File: src/rtl/normalized_image_convolution_core_defines.svh
// Assertion macros shared by the convolution core.
`ifndef NORMALIZED_IMAGE_CONVOLUTION_CORE_DEFINES_SVH
`define NORMALIZED_IMAGE_CONVOLUTION_CORE_DEFINES_SVH
`ifndef ASSERT_OFF
`define NIC_ASSERT(lbl, clk, rst_n, prop, msg) \
  lbl: assert property (@(posedge clk) disable iff (!rst_n) prop) else $error(msg);
`define NIC_ASSERT_ALWAYS(lbl, clk, prop, msg) \
  lbl: assert property (@(posedge clk) prop) else $error(msg);
`else
`define NIC_ASSERT(lbl, clk, rst_n, prop, msg)
`define NIC_ASSERT_ALWAYS(lbl, clk, prop, msg)
`endif
`endif

File: src/rtl/nic_pkg.sv
// Shared types and constants of the convolution core.
`timescale 1ns / 1ps
package nic_pkg;
  localparam int ACC_W    = 21;
  localparam int NORM_W   = 12;
  localparam int DVD_W    = 28;
  localparam int VALUE_W  = 17;
  localparam int ROW_W    = 10;
  localparam int DIM_W    = 11;

  localparam logic [2:0] REG_KSEL   = 3'd0;
  localparam logic [2:0] REG_BMODE  = 3'd1;
  localparam logic [2:0] REG_WIDTH  = 3'd2;
  localparam logic [2:0] REG_HEIGHT = 3'd3;
  localparam logic [2:0] REG_COEF_A = 3'd4;
  localparam logic [2:0] REG_COEF_B = 3'd5;
  localparam logic [2:0] REG_COEF_C = 3'd6;
  localparam logic [2:0] REG_COEF_D = 3'd7;

  typedef logic [24:0][7:0] coef_arr_t;

  typedef struct packed {
    logic accept;
    logic tap_clr;
    logic tap_en;
    logic div_load;
    logic div_en;
    logic out_load;
  } cmd_t;

  typedef struct packed {
    logic emit;
    logic mac_last;
    logic div_last;
    logic out_free;
  } sts_t;
endpackage

File: src/rtl/nic_ctrl.sv
// Sequencer: accept, tap loop, serial divide, result hand-off.
`timescale 1ns / 1ps
module nic_ctrl (
  input  logic          clk_i,
  input  logic          rst_ni,
  input  logic          in_valid_i,
  output logic          in_stall_o,
  input  nic_pkg::sts_t sts_i,
  output nic_pkg::cmd_t cmd_o
);
  localparam logic [2:0] ST_IDLE  = 3'd0;
  localparam logic [2:0] ST_CHECK = 3'd1;
  localparam logic [2:0] ST_MAC   = 3'd2;
  localparam logic [2:0] ST_DIVI  = 3'd3;
  localparam logic [2:0] ST_DIV   = 3'd4;
  localparam logic [2:0] ST_OUT   = 3'd5;

  logic [2:0] state_q, state_d;

  always_comb begin
    state_d = state_q;
    cmd_o   = '0;
    case (state_q)
      ST_IDLE: begin
        cmd_o.accept = in_valid_i;
        if (in_valid_i) state_d = ST_CHECK;
      end
      ST_CHECK: begin
        if (sts_i.emit) begin
          cmd_o.tap_clr = 1'b1;
          state_d = ST_MAC;
        end else begin
          state_d = ST_IDLE;
        end
      end
      ST_MAC: begin
        cmd_o.tap_en = 1'b1;
        if (sts_i.mac_last) state_d = ST_DIVI;
      end
      ST_DIVI: begin
        cmd_o.div_load = 1'b1;
        state_d = ST_DIV;
      end
      ST_DIV: begin
        cmd_o.div_en = 1'b1;
        if (sts_i.div_last) state_d = ST_OUT;
      end
      ST_OUT: begin
        if (sts_i.out_free) begin
          cmd_o.out_load = 1'b1;
          state_d = ST_IDLE;
        end
      end
      default: state_d = ST_IDLE;
    endcase
  end

  always_ff @(posedge clk_i or negedge rst_ni) begin
    if (!rst_ni) begin
      state_q <= ST_IDLE;
    end else begin
      state_q <= state_d;
    end
  end

  assign in_stall_o = (state_q != ST_IDLE);
endmodule

File: config.mk
export PLATFORM = sky130hd
export DESIGN_NAME = nic_ctrl
export DESIGN_NICKNAME = d
export VERILOG_FILES = /design/src/rtl/normalized_image_convolution_core_defines.svh /design/src/rtl/nic_pkg.sv /design/src/rtl/nic_ctrl.sv
export SDC_FILE = /design/constraint.sdc
export NUM_CORES = 1
export LEC_CHECK = 0
export ABC_AREA = 1
export BUFFER_PORTS_ARGS = -buffer_cell sky130_fd_sc_hd__buf_2
export CAP_MARGIN = 20
export CORE_AREA = 2 2 39 41
export DETAILED_ROUTE_END_ITERATION = 16
export DIE_AREA = 0 0 41 43
export HOLD_SLACK_MARGIN = 0.06
export PLACE_DENSITY_LB_ADDON = 0.2
export SKIP_LAST_GASP = 1
export SYNTH_ARGS = -nofsm -noshare
export SYNTH_HDL_FRONTEND = slang
export SYNTH_SLANG_ARGS = --single-unit
export TNS_END_PERCENT = 10
File: constraint.sdc
create_clock -name clk_i -period 1.3 [get_ports clk_i]
set_input_delay 0.26 -clock clk_i [delete_from_list [all_inputs] [get_ports clk_i]]
set_output_delay 0.26 -clock clk_i [all_outputs]
set_load 0.03 [all_outputs]
# Yosys cells after proc, flatten, opt, wreduce, memory -nomap -nowiden
# Cells that the tools add are included.
[word_totals]
regBits = 3
latch_bits = 0
ram_bits = 0
rom_bits = 0
inputBits = 7
output_inout_bits = 7
word_cells = 27
mem_count = 0
[classes]
add_sub_neg = 0
multipliers = 0
div_mod_pow = 0
order_cmp = 0
n_eq_ne = 9
shifts = 0
muxes = 14
bitwise_logic = 0
n_reduce_logical = 3
[op_table]
columns = ["cell", "n"]
rows = [
  ["3-bit one-hot mux with 6 select lines", 1],
  ["3-bit two-way mux", 4],
  ["1-bit two-way mux", 8],
  ["2-bit inequality test (second input constant)", 4],
  ["3-bit by 2-bit == test with 1-bit output (second input constant)", 2],
  ["3-bit == test (second input constant)", 2],
  ["4-bit AND reduction", 1],
  ["3-bit by 1-bit == test with 1-bit output (second input constant)", 1],
  ["3-bit logical NOT", 1],
  ["3-bit nonzero test", 1],
  ["2-bit two-way mux", 1],
]

# Logic depth before layout (Yosys ltp)
# Gate-level depths: netlist (run 1).
[logic_depth]
word_depth = 3
mapped_depth = 8
ltp_nobuf = 8

# Worst setup path after synthesis (run 1)
# No wires, ideal clock.
[synth_timing]
path_kind = "register -> output"
from = "register state_q[0]"
to = "output port cmd_o[5] (netlist name)"
arrival_ps = 1155
required_time_ps = 1040
path_slack_ps = -115
path_stages_with_launch = 5
n_path_buf = 1
path_cell_list = "dfrtp_1 buf_6 nor2_4 nand2_4 nor2_1"
[synth_rtl]
columns = ["element", "line_no", "text"]
rows = [
  ["start, declared", "nic_ctrl.sv:18", "logic [2:0] state_q, state_d;"],
  ["start signal, assigned", "nic_ctrl.sv:62", "state_q <= state_d;"],
  ["end, declared", "nic_ctrl.sv:9", "output nic_pkg::cmd_t cmd_o"],
]

==> results of run 1 <==
cell type report:
type	count	area [um^2]	area share [%]
timing repair buffer	19	141.4	29.82
sequential	3	77.57	16.36
multi-input combinational	27	171.4	36.15
tap	16	20.02	4.222
inverter	10	37.54	7.916
clock buffer	4	26.28	5.541
metrics by stage:
| step | hold WS [ps] | cell area [um^2] |
|---|---|---|
| 3_5_place_dp | 57.23 | 356.6 |
| 3_3_place_gp | 57.00 | 356.6 |
| 6_report | 310.0 | 474.2 |
| 5_1_grt | 330.6 | 474.2 |
| 2_1_floorplan | -35.59 | 275.3 |
| 4_1_cts | 310.8 | 417.9 |
critical path, cell delays in order, from the launching register on:
cell	delay [ps]
dfrtp_1	420
inv_2	120
buf_6	110
nand2_4	60
nor2_4	80
buf_6	130
repair_timing:
item / in CTS / in global routing
resized for setup: 8 / 9
setup buffers: 1 / 3
pin swaps: 1 / 3
hold buffers: 1 / 0
setup endpoints to repair: 7 / 7
endpoints found under the hold margin: 3 / 0
cells by family (layout without fill, tap and decap cells):
family | count (synthesis) | count (layout)
simple gates | 24 | 24
compound gates | 3 | 3
buf+inv | 11 | 33
flops | 3 | 3
worst max path at each step:
stage	start	to	slack [ps]	cells past startpoint
after CTS	state_q[1]$_DFFE_PN0P_	cmd_o[0]	-100	4
after global routing	state_q[1]$_DFFE_PN0P_	cmd_o[0]	-170	4
after floorplan	state_q[2]$_DFFE_PN0P_	cmd_o[2]	20	3
final	state_q[2]$_DFFE_PN0P_	cmd_o[5]	-110	5
after detailed placement	state_q[0]$_DFFE_PN0P_	cmd_o[5]	60	4
after global placement	state_q[0]$_DFFE_PN0P_	cmd_o[5]	70	4
synthesized netlist by cell type (all sizes together):
library cell  instances
inv                  10
nor2                 10
nand2                 8
nand3                 5
dfrtp                 3
a21oi                 1
buf                   1
nand3b                1
o21ai                 1
o22ai                 1
per-layer routing:
layer | wire length [um] | GRT usage (%) | vias up
met5 | 0 | 0 | -
met4 | 0 | 8.000 | 0
met3 | 29 | 3.141 | 0
met2 | 339 | 13.44 | 6
met1 | 265 | 9.032 | 141
li1 | - | - | 169
power breakdown:
part | switching, W | internal (W)
combinational | 0.000490 | 0.000364
sequential | 0.0000850 | 0.000145
clock | 0.0000412 | 0.000115
total | 0.000616 | 0.000623
==> summary.txt, run 1 <==
Detailed Routing Iterations Pass 1 = 2
Worst skew pair latency = 230 ps
R2r setup slk = 190 ps
Largest net degree at the start of global routing = 8
Final Cycle Share = 108.3%
Biggest regs = state_q (3)
Initial DRC Count = 4
PortBufs = 13
Failing checks = negative setup slack
Die ar. = 0.001763 mm^2
XOR/XNOR Fraction of Synth Area = 0%
Cell Count, Final, Fillers Out = 79
Syn nets = 48
R2R depth = 8
DRT Wirelength = 633 um
Inst Count DP = 70
Max Clk Rate = 710.4 MHz
Max cap viols = 0
H-Tree Level Count = 1
Largest family of logic cells by synthesized area = simple AND/OR/NAND/NOR gates
Util after Layout = 34.27%
Minimum clock period = 1408 ps
RePlAce Congestion = 0.7083
Initial Util = 19.71%
I/O Pins = 14
Die X = 41 um
Synthesized-area fraction occupied by adder cells = 0%
WP data arrival = 1150 ps
# setup viols final = 7
First-pass GRT wire length = 1021 um
Gr ovfl total = 0
PD cells = 2614 mW/mm^2
Min-delay src = sts_i[0]
Hold Path Depth = 4
Critical Path End Type = primary output
Root Buffer = clkbuf_4
Yosys warns = 0
Area contributors post-synth = dfrtp_1 (28%), nor2_4 (12%), inv_1 (9.6%)
Mux contribution to synthesized area = 0%
Clock tree buffer depth = 2
Post-synthesis sequential area ratio = 27.52%
Via count = 316
Core area = 0.001384 mm^2
Run status = finished, violations left
Setup WS pre-CTS = 59.66 ps
DR WL/cell = 8.013 um
Cell taking the most area after synthesis = dfrtp_1
Max Clock Skew = 0.2491 ps
CTS sink count = 3
Hold EP = state_q[0]$_DFFE_PN0P_
Synth top area share = 27.52%
Detail Route Antenna Nets = 0
Largest register by flop count = state_q
Max_slew headroom = 88.53%
Filler cell count = 157
Leading cell type in the layout, fill and taps excluded = buf_4
Crit path required time = 1040 ps
Avg Cell Area, Syn = 6.653 um^2
Synth Area in Compound Gates = 5.963%
DRC viols = 0
Total power = 0.001240 W
Leakage = 0.2560 nW
Worst slew pin tran = 172.1 ps
Final setup margin = -107.6 ps
Vias in the first global route = 290
Die H = 43 um
VDD IR-drop max = 0.0007259 V
Seq cells post-synth = 3
Cts bufs inserted = 3
Post-synth cell types = 14
Slew Limit Fails = 0
Ant diodes = 0
Setup TNS = -532.5 ps
CP max FO = 4
Total GRT Usage = 8.945%
Startpoint Class = flip-flop
Fraction of layout cells with a size suffix above 1 = 57.14%
Mapped Cells = 41
DP HPWL = 484.6 um
RSZ-0062 raised after global routing = yes
Fin. Hold Viols = 0
Most frequent cells in the layout = buf_4 (8), inv_1 (7), nand2_1 (6), buf_2 (6)
# nets final = 71
CP Class = reg2out
Max reg flops = 3
Antenna violations before repair = 0
CTS tree = done
R2r startpoint = state_q[2]$_DFFE_PN0P_
Reg-to-Reg End = state_q[2]$_DFFE_PN0P_
Min-delay worst type = in2reg
Vias per cell = 4.000
P&R area growth vs syn = 73.85%
Reg clk slew, reported paths = 30 ps
Post-Synth Simple-Gate Area = 48.62%
Synth Cell Area = 272.8 um^2
Std cell rows = 14
Note: power is estimated with default switching activity, not from simulation.
==> run 2, diff against run 1 <==
TNS_END_PERCENT = default   (was 10)
==> summary.txt, run 2 (synthesis results as in run 1) <==
Run status = finished, violations left
Failing checks = negative setup slack
Initial DRC Count = 4
Final setup margin = -86.35 ps
Cts bufs inserted = 3
Worst slew pin tran = 168.3 ps
Detail Route Antenna Nets = 0
Clock power frac = 11.7%
Placed instance area = 356.6 um^2
Minimum clock period = 1386 ps
R2r setup slk = 90 ps
Internal power = 0.0006971 W
Leakage = 0.2677 nW
Psw = 0.0006291 W
Util after Layout = 35.90%
Top cell by count, worst path = buf_6
Most frequent cells in the layout = buf_4 (9), inv_1 (7), nand2_1 (6), buf_2 (6), buf_6 (5)
Biggest regs = state_q (3)
DP HPWL = 484.6 um
R2r startpoint = state_q[2]$_DFFE_PN0P_
PortBufs = 13
Largest register by flop count = state_q
RePlAce Congestion = 0.7083
Detailed Routing Iterations Pass 1 = 2
CP max FO = 4
Setup TNS = -426.5 ps
# setup viols final = 7
Root Buffer = clkbuf_4
R2R depth = 8
Largest net degree at the start of global routing = 8
Fraction of layout cells with a size suffix above 1 = 58.46%
Crit path required time = 1040 ps
H-Tree Level Count = 1
Leading cell type in the layout, fill and taps excluded = buf_4
Hold Path Depth = 4
Die ar. = 0.001763 mm^2
Clock tree buffer depth = 2
Antenna violations before repair = 0
Max Clock Skew = 0.2491 ps
Min-delay worst type = in2reg
Max reg flops = 3
Vias in the first global route = 305
Setup WS pre-CTS = 59.66 ps
VDD IR-drop max = 0.0007671 V
WP data arrival = 1130 ps
PD cells = 2670 mW/mm^2
CP Cell Sequence = inv_2 -> buf_6 -> nand2_4 -> nor2_4 -> buf_6
Gr ovfl total = 0
RSZ-0062 raised after global routing = yes
Startpoint Class = flip-flop
P&R area growth vs syn = 82.11%
Fin. Hold Viols = 0
DRT Wirelength = 640 um
Core area = 0.001384 mm^2
Reg-to-Reg End = state_q[2]$_DFFE_PN0P_
Min-delay src = sts_i[0]
Combinational share of power = 71.0%
Post-route design area = 496.7 um^2
Max Clk Rate = 721.3 MHz
Total GRT Usage = 9.347%
Ant diodes = 0
Vias per cell = 3.988
# nets final = 73
Via count = 323
CTS tree = done
First-pass GRT wire length = 1076 um
CP Class = reg2out
Critical Path End Type = primary output
Max_slew headroom = 88.78%
Hold EP = state_q[0]$_DFFE_PN0P_
Reg clk slew, reported paths = 30 ps
DR WL/cell = 7.901 um
Final Cycle Share = 106.6%
Slowest stage cell, crit path = dfrtp_1
Initial Util = 19.71%
Seq pwr share = 17.3%
I/O Pins = 14
Die H = 43 um
Worst skew pair latency = 230 ps
Max cap viols = 0
Slew Limit Fails = 0
Worst hold slack = 310.1 ps
Filler cell count = 158
DRC viols = 0
Die X = 41 um
Std cell rows = 14
Crit path largest cell delay = 420 ps
Sw frac = 47.43%
CTS sink count = 3
-- run 2: per-stage QoR --
step / cells / power, W
2_1_floorplan: 41 / 0.0007372
5_1_grt: 81 / 0.001444
4_1_cts: 79 / 0.001223
6_report: 81 / 0.001326
3_5_place_dp: 70 / 0.0008753
3_3_place_gp: 70 / 0.0008757
-- run 2: power by group through the flow --
stage,registers (W),logic (W),clock network [W]
detailed placement,0.000221,0.000654,0
CTS,0.000222,0.000838,0.000163
floorplan,0.000184,0.000553,0
finish,0.000229,0.000941,0.000156
global placement,0.000221,0.000655,0
global route,0.000241,0.00102,0.000178
-- run 2: timing repair --
action,CTS,global route
hold endpoints to repair,3,0
setup buffers,4,2
hold buffers,1,0
resized for setup,11,8
endpoints found under the setup margin,7,7
pin swaps,3,3
-- run 2: final cells by class --
type / count / area, um^2 / area share [%]
Timing Repair Buffer: 21 / 163.9 / 33.00
Clock buffer: 4 / 26.28 / 5.290
Inverter: 10 / 37.54 / 7.557
Sequential cell: 3 / 77.57 / 15.62
Multi-Input combinational cell: 27 / 171.4 / 34.51
Tap cell: 16 / 20.02 / 4.030
-- run 2: layer usage --
metal | track usage (%) | vias to the layer above | routed length (um) | share of wire (%)
li1 | - | 175 | - | -
met1 | 9.677 | 142 | 273 | 43
met2 | 14.06 | 6 | 345 | 54
met3 | 3.141 | 0 | 21 | 3.3
met4 | 8.000 | 0 | 0 | 0
met5 | 0 | - | 0 | 0
-- run 2: worst max-delay path by stage --
stage / slack, ps / cells after the start / end / from
floorplan: 20 / 3 / cmd_o[2] / state_q[2]$_DFFE_PN0P_
global placement: 70 / 4 / cmd_o[5] / state_q[0]$_DFFE_PN0P_
detailed placement: 60 / 4 / cmd_o[5] / state_q[0]$_DFFE_PN0P_
CTS: -100 / 4 / cmd_o[0] / state_q[1]$_DFFE_PN0P_
global route: -160 / 4 / cmd_o[0] / state_q[1]$_DFFE_PN0P_
finish: -90 / 5 / cmd_o[5] / state_q[2]$_DFFE_PN0P_
-- run 2: worst max-delay path, delay by kind of cell, from the launching register on --
kind | cells | cell delay (ps)
flops | 1 | 420
buf+inv | 3 | 360
simple gates | 2 | 130
